[config.mk]
export PLATFORM = sky130hd
export DESIGN_NAME = stable_priority_queue
export DESIGN_NICKNAME = d
export VERILOG_FILES = /design/src/rtl/spq_pkg.sv /design/src/rtl/spq_ctrl.sv /design/src/rtl/spq_datapath.sv /design/src/rtl/stable_priority_queue.sv
export VERILOG_INCLUDE_DIRS = /design/src /design/src/rtl
export SDC_FILE = /design/constraint.sdc
export NUM_CORES = 2
export LEC_CHECK = 0
export BUFFER_PORTS_ARGS = -buffer_cell sky130_fd_sc_hd__buf_2
export CORE_MARGIN = 3
export CORE_UTILIZATION = 39
export CTS_CLUSTER_SIZE = 16
export DETAILED_ROUTE_END_ITERATION = 8
export MAX_ROUTING_LAYER = met4
export PLACE_DENSITY_LB_ADDON = 0.05
export SLEW_MARGIN = 20
export SYNTH_ARGS = -nofsm -noshare
export SYNTH_HDL_FRONTEND = slang
export SYNTH_SLANG_ARGS = --single-unit
[constraint.sdc]
create_clock -name clk -period 11.8 [get_ports clk]
set_input_delay 1.77 -clock clk [delete_from_list [all_inputs] [get_ports clk]]
set_output_delay 1.77 -clock clk [all_outputs]
set_load 0.02 [all_outputs]
[src/rtl/stable_priority_queue_macros.svh]
// assertion macros for the stable priority queue
// used by the datapath module, no other dependencies
`ifndef STABLE_PRIORITY_QUEUE_MACROS_SVH
`define STABLE_PRIORITY_QUEUE_MACROS_SVH

// same-cycle implication, checked out of reset
`define SPQ_ASSERT_IMP(label, clk, rst_n, ante, cons) \
  label: assert property (@(posedge clk) disable iff (!rst_n) (ante) |-> (cons)) \
    else $error("spq: same-cycle check failed");

// next-cycle implication, checked out of reset
`define SPQ_ASSERT_NXT(label, clk, rst_n, ante, cons) \
  label: assert property (@(posedge clk) disable iff (!rst_n) (ante) |=> (cons)) \
    else $error("spq: next-cycle check failed");

`endif

[src/rtl/spq_pkg.sv]
// shared types and constants for the stable priority queue
// no dependencies; used by every module of the block
package spq_pkg;

  // default sizing
  localparam int CAPACITY_DEF  = 64;
  localparam int PRIO_BITS_DEF = 2;

  // fixed field widths
  localparam int BYTE_W    = 8;
  localparam int IN_PRIO_W = 2;
  localparam int FILL_W    = 7;

  // operation codes
  localparam logic MODE_ENQ = 1'b0;
  localparam logic MODE_DEQ = 1'b1;

  // input item
  typedef struct packed {
    logic                 mode;
    logic [BYTE_W-1:0]    in_byte;
    logic [IN_PRIO_W-1:0] in_priority;
  } in_item_t;

  // result item
  typedef struct packed {
    logic [BYTE_W-1:0] out_byte;
    logic              out_valid;
    logic              dropped;
    logic [FILL_W-1:0] fill_count;
  } out_item_t;

  // controller to datapath
  typedef struct packed {
    logic load;       // capture a result into the output register
    logic shift_in;   // insert the new entry
    logic shift_out;  // remove the front entry
    logic drop;       // enqueue refused, store full
  } cmd_t;

  // datapath to controller
  typedef struct packed {
    logic full;
    logic empty;
  } status_t;

endpackage

[src/rtl/spq_ctrl.sv]
// controller for the stable priority queue: handshake and command decode
// depends on spq_pkg
module spq_ctrl (
  input  logic             clk,
  input  logic             rst_n,
  input  logic             in_valid,
  output logic             in_ready,
  input  logic             in_mode,
  output logic             out_valid,
  input  logic             out_ready,
  input  spq_pkg::status_t status,
  output spq_pkg::cmd_t    cmd
);

  // state codes: output register empty or holding a result
  localparam logic ST_IDLE = 1'b0;
  localparam logic ST_HOLD = 1'b1;

  logic state_r;
  logic state_nxt;
  logic accept;

  // a new item goes in whenever the output register is free or being drained
  assign in_ready  = (state_r == ST_IDLE) || out_ready;
  assign accept    = in_valid && in_ready;
  assign out_valid = (state_r == ST_HOLD);

  // command decode
  always_comb begin
    cmd           = '0;
    cmd.load      = accept;
    cmd.shift_in  = accept && (in_mode == spq_pkg::MODE_ENQ) && !status.full;
    cmd.drop      = accept && (in_mode == spq_pkg::MODE_ENQ) && status.full;
    cmd.shift_out = accept && (in_mode == spq_pkg::MODE_DEQ) && !status.empty;
  end

  // next state
  always_comb begin
    state_nxt = state_r;
    case (state_r)
      ST_IDLE: begin
        if (accept) state_nxt = ST_HOLD;
      end
      ST_HOLD: begin
        if (!accept && out_ready) state_nxt = ST_IDLE;
      end
      default: state_nxt = ST_IDLE;
    endcase
  end

  always_ff @(posedge clk) begin
    if (!rst_n) begin
      state_r <= ST_IDLE;
    end else begin
      state_r <= state_nxt;
    end
  end

endmodule

[src/rtl/spq_datapath.sv]
// datapath for the stable priority queue: shift-insert cell row, count, result register
// depends on spq_pkg and stable_priority_queue_macros.svh
`include "stable_priority_queue_macros.svh"

module spq_datapath #(
  parameter int CAPACITY  = spq_pkg::CAPACITY_DEF,
  parameter int PRIO_BITS = spq_pkg::PRIO_BITS_DEF
) (
  input  logic                 clk,
  input  logic                 rst_n,
  input  spq_pkg::cmd_t        cmd,
  input  spq_pkg::in_item_t    in_data,
  output spq_pkg::status_t     status,
  output spq_pkg::out_item_t   out_data
);

  localparam int CW = $clog2(CAPACITY + 1);

  logic [spq_pkg::BYTE_W-1:0] data_r   [CAPACITY];
  logic [PRIO_BITS-1:0]       prio_r   [CAPACITY];
  logic [spq_pkg::BYTE_W-1:0] data_nxt [CAPACITY];
  logic [PRIO_BITS-1:0]       prio_nxt [CAPACITY];
  logic [CAPACITY-1:0]        ge;
  logic [PRIO_BITS-1:0]       prio_new;
  logic [CW-1:0]              count_r;
  logic [CW-1:0]              count_nxt;
  spq_pkg::out_item_t         out_r;
  spq_pkg::out_item_t         out_nxt;

  // bits above PRIO_BITS are ignored, narrower inputs zero-extend
  assign prio_new = PRIO_BITS'(in_data.in_priority);

  assign status.full  = (count_r == CW'(CAPACITY));
  assign status.empty = (count_r == '0);

  // per-cell compare: held entry ranks ahead of the new one
  for (genvar i = 0; i < CAPACITY; i++) begin : g_cell
    assign ge[i] = (CW'(i) < count_r) && (prio_r[i] >= prio_new);

    // each cell keeps, takes the new entry or takes a neighbor
    always_comb begin
      data_nxt[i] = data_r[i];
      prio_nxt[i] = prio_r[i];
      if (cmd.shift_in) begin
        if (!ge[i]) begin
          if (i == 0) begin
            data_nxt[i] = in_data.in_byte;
            prio_nxt[i] = prio_new;
          end else if (ge[(i == 0) ? 0 : i-1]) begin
            data_nxt[i] = in_data.in_byte;
            prio_nxt[i] = prio_new;
          end else begin
            data_nxt[i] = data_r[(i == 0) ? 0 : i-1];
            prio_nxt[i] = prio_r[(i == 0) ? 0 : i-1];
          end
        end
      end else if (cmd.shift_out && (i < CAPACITY - 1)) begin
        data_nxt[i] = data_r[(i < CAPACITY - 1) ? i+1 : i];
        prio_nxt[i] = prio_r[(i < CAPACITY - 1) ? i+1 : i];
      end
    end

    always_ff @(posedge clk) begin
      if (cmd.shift_in || cmd.shift_out) begin
        data_r[i] <= data_nxt[i];
        prio_r[i] <= prio_nxt[i];
      end
    end
  end

  // entry count
  always_comb begin
    count_nxt = count_r;
    if (cmd.shift_in)       count_nxt = count_r + CW'(1);
    else if (cmd.shift_out) count_nxt = count_r - CW'(1);
  end

  always_ff @(posedge clk) begin
    if (!rst_n) begin
      count_r <= '0;
    end else begin
      count_r <= count_nxt;
    end
  end

  // result item
  always_comb begin
    out_nxt            = '0;
    out_nxt.out_byte   = cmd.shift_out ? data_r[0] : '0;
    out_nxt.out_valid  = cmd.shift_out;
    out_nxt.dropped    = cmd.drop;
    out_nxt.fill_count = spq_pkg::FILL_W'(count_nxt);
  end

  always_ff @(posedge clk) begin
    if (cmd.load) out_r <= out_nxt;
  end

  assign out_data = out_r;

  // checks
  `SPQ_ASSERT_IMP(a_count_bound, clk, rst_n, 1'b1, count_r <= CW'(CAPACITY))
  `SPQ_ASSERT_NXT(a_drop_keeps, clk, rst_n, cmd.drop, $stable(count_r))
  `SPQ_ASSERT_NXT(a_deq_count, clk, rst_n, cmd.shift_out, count_r == $past(count_r) - CW'(1))
  `SPQ_ASSERT_IMP(a_drop_full, clk, rst_n, cmd.drop, status.full && !cmd.shift_in)

endmodule

[src/rtl/stable_priority_queue.sv]
// top level of the stable priority queue of bytes
// depends on spq_pkg, spq_ctrl and spq_datapath
//
//   channel  handshake            payload
//   in       in_valid / in_ready  in_data   (spq_pkg::in_item_t)
//   out      out_valid/ out_ready out_data  (spq_pkg::out_item_t)
//
// one item per cycle unless out_ready stalls: the cell row compares all entries
// with the new one in parallel and shifts; the result enters the output register
// and shows on the next cycle. reset (rst_n low, synchronous) empties the queue.
// a new item is taken while the output register is empty or being drained,
// so a stall on out_ready holds the input only once a result is waiting.
module stable_priority_queue #(
  parameter int CAPACITY  = spq_pkg::CAPACITY_DEF,
  parameter int PRIO_BITS = spq_pkg::PRIO_BITS_DEF
) (
  input  logic               clk,
  input  logic               rst_n,
  input  logic               in_valid,
  output logic               in_ready,
  input  spq_pkg::in_item_t  in_data,
  output logic               out_valid,
  input  logic               out_ready,
  output spq_pkg::out_item_t out_data
);

  spq_pkg::cmd_t    cmd;
  spq_pkg::status_t status;

  spq_ctrl u_ctrl (
    .clk       (clk),
    .rst_n     (rst_n),
    .in_valid  (in_valid),
    .in_ready  (in_ready),
    .in_mode   (in_data.mode),
    .out_valid (out_valid),
    .out_ready (out_ready),
    .status    (status),
    .cmd       (cmd)
  );

  spq_datapath #(
    .CAPACITY  (CAPACITY),
    .PRIO_BITS (PRIO_BITS)
  ) u_datapath (
    .clk      (clk),
    .rst_n    (rst_n),
    .cmd      (cmd),
    .in_data  (in_data),
    .status   (status),
    .out_data (out_data)
  );

endmodule

==> run metrics <==
outcome complete, no violations; GPL Wtd Cong 0.767; Fin. Hold Viols 0; PwrDens 174 nW/µm²; CTS Hold Bufs 0; largest net degree at the start of global routing 261; Main synth FF type edfxtp_1; initial antenna violation count 1; RSZ-0062 raised after global routing false; Die Span Y 315 µm; fin crit period 4680 ps; Psw 2.11 mW; vias post-DR 25400; layout cells sized above 1 8.80%; HP Class flop to flop; share of flip-flops with an asynchronous set or reset 0%; DRC viols 0; Synth Register Bits 665; num ports 34; H-tree lvl count 3; clk root buf clkbuf_16; # setup viols final 0; die width 315 µm; hpwl dp 65.9 mm; slowest stage cell, crit path a211oi_2; Worst-Margin Slew 1130 ps; CP Cell Sequence buf_2 -> buf_4 -> inv_2 -> buf_4 -> ha_1 -> a21oi_1 -> a211oi_2 -> o21ai_1; Die ar. 99300 µm²; worst skew pair latency 640 ps; Synth Instances 3442; part of the power in the clock network 34.2%; clock-pin slew on the worst setup and hold paths 60 ps; Cell Rows 112; Setup Buffers After CTS 0; total power 7.14 mW; Tcrit/Tclk final 39.6%; post-route ant nets 0; P_int 5.03 mW; multi-input logic area 15800 µm²; synth unique cells 54; LEAKAGE 14.2 nW; YS warnings 0; cts bufs inserted 81; post-route setup TNS 0 ps; f_max 214 MHz; starting density of the core 39.6%; vias in the first global route 26800; most used cell, CP buf_4; CP Class input pin to flop; Total GRT Usage 20.9%; Syn-to-layout area delta 10.2%; Critical Path RT 12020 ps; WP data arrival 4900 ps; Seq/Total Area, Yosys 53.4%; Post-synth EDFFs 657; buffers added on ports 33; DR WL/cell 21.7 µm; Worst VDD drop 0.0955 mV; core area 94000 µm²; fin. max-slew vios 0; synthesized area per cell 10.8 µm²; CTS tree built; Sink Count 665; Sw Ratio 29.5%; Final nets 3499; storage element area 19900 µm²; Mapped Nets 3588; Seq pwr share 47.3%; Worst Setup End Kind flop; first-pass GRT wire length 158 mm; Total Routed Length 102 mm; number of detailed-route iterations in the first pass 5; CP max stage delay 830 ps; Critical Path Start Type input pin; grt ovf 0; Clock Skews 28.8 ps; Combinational Power Share 18.5%; Slew Limit Headroom 24.3%; CP max FO 52; clk buf depth 3; fillers 8980; synthesized cell area 37300 µm²; post-DR vias/cell 5.44; Max-cap violations 0; CTS resizes 0; Iter 0 DRT Violations 1865
## cells by family (layout without fill, tap and decap cells)
logic type / after synthesis / in the layout / synth area share, %
buffers and inverters: 378 / 355 / 4.69
other: 0 / 1 / 0
adders and majority gates: 131 / 131 / 4.40
and+or+nand+nor: 805 / 805 / 8.88
muxes: 630 / 630 / 17.0
DFF: 665 / 665 / 53.4
AOI/OAI and AO/OA: 828 / 828 / 11.5
xor gates and xnor gates: 5 / 5 / 0.158
## state kept, by name, summed over array words and instances (netlist names)
register,cells
u_datapath.data_r,512
u_datapath.prio_r,128
u_datapath.out_data,17
u_datapath.count_r,7
u_ctrl.out_valid,1
## synthesized netlist by cell type (2+ instances only)
cell	count	area, µm²
a211oi_1	14	105
a21o_1	2	15.0
a21oi_1	164	821
a31oi_1	2	12.5
and2_1	16	100
buf_1	20	75.1
buf_2	90	450
buf_4	51	383
buf_6	3	33.8
clkbuf_1	141	529
dfxtp_1	8	160
edfxtp_1	657	19700
ha_1	131	1640
inv_1	72	270
mux2_2	9	101
mux2i_1	621	6220
nand2_1	586	2200
nand2b_1	64	400
nand3_1	8	40.0
nor2_1	108	405
nor3_1	8	40.0
o211ai_1	2	15.0
o21ai_0	629	3150
o21ai_1	2	10.0
or2_2	2	12.5
or3_1	2	12.5
xnor2_1	2	17.5
xor2_2	2	32.5
## stage by stage
stage / hold slack, ps / setup WS, ps / instances / util [%] / instance area [µm²]
floorplan: 496 / 6350 / 3442 / - / 37300
global placement: 507 / 6230 / 4523 / 40.8 / 38400
detailed placement: 510 / 6340 / 4523 / 40.9 / 38400
CTS: 544 / 7040 / 4672 / 43.6 / 41000
global route: 564 / 6900 / 4674 / 43.7 / 41100
finish: 538 / 7120 / 4674 / 43.7 / 41100
## per-layer routing
layer | global-route usage (%) | part of all wire, % | up-vias
li1 | - | - | 12200
met1 | 27.7 | 46 | 12600
met5 | - | 0 | -
met3 | 2.85 | 4.1 | 141
met4 | 5.00 | 1.9 | 0
met2 | 34.0 | 48 | 511
## final cells by class
| cell class | count | area share [%] |
|---|---|---|
| diodes | 1 | 0.00610 |
| well taps | 1254 | 3.82 |
| flip-flops and latches | 665 | 48.4 |
| multi-input cells | 2399 | 38.5 |
| clock inverters | 42 | 0.811 |
| repair buffers | 134 | 2.35 |
| inverters | 72 | 0.658 |
| clock buffers | 107 | 5.43 |
## final timing paths
path | startpoint | slack [ps] | endpoint | cells past startpoint
setup / recovery | in_data[1] | 7120 | u_datapath.data_r[2][6] | 8
hold / removal | u_datapath.data_r[15][30] | 540 | u_datapath.data_r[15][22] | 2
setup reg to reg | u_datapath.count_r[1] | 7410 | u_datapath.data_r[3][1] | 8
hold reg to reg | u_datapath.data_r[15][30] | 540 | u_datapath.data_r[15][22] | 2
## cells in the final DEF (no fill, tap or decap), types with 3 or more instances in the layout
cell type	netlist	routed
nand2_1	586	586
a21oi_1	164	159
and2_1	16	16
nor3_1	8	3
clkinv_1	0	19
a211oi_4	0	4
edfxtp_1	657	657
nand2b_1	64	64
buf_12	0	3
clkinv_2	0	14
nand3_1	8	8
ha_1	131	131
a21oi_2	1	6
a211oi_2	0	10
inv_1	72	71
clkbuf_8	0	4
nor2_1	108	100
mux2i_1	621	621
dfxtp_1	8	8
o21ai_1	2	32
o21ai_0	629	599
nor3_2	1	6
clkbuf_1	141	19
buf_2	90	32
mux2_2	9	9
buf_4	51	99
bufinv_16	0	5
nor2_2	0	8
clkbuf_16	0	84
## worst max-delay path, delay by kind of cell
family | cells | cell delay (ps)
buf+inv | 4 | 1360
fa+ha+maj | 1 | 260
compound gates | 3 | 1440
## power groups by stage
stage          clock network [mW]  registers [mW]  logic, mW
3_3_place_gp                    0            3.42       1.30
3_5_place_dp                    0            3.42       1.33
5_1_grt                      2.60            3.41       1.50
4_1_cts                      2.52            3.38       1.33
2_1_floorplan                   0            3.30      0.936
6_report                     2.44            3.38       1.32
Note: power is estimated with default switching activity, not from simulation.
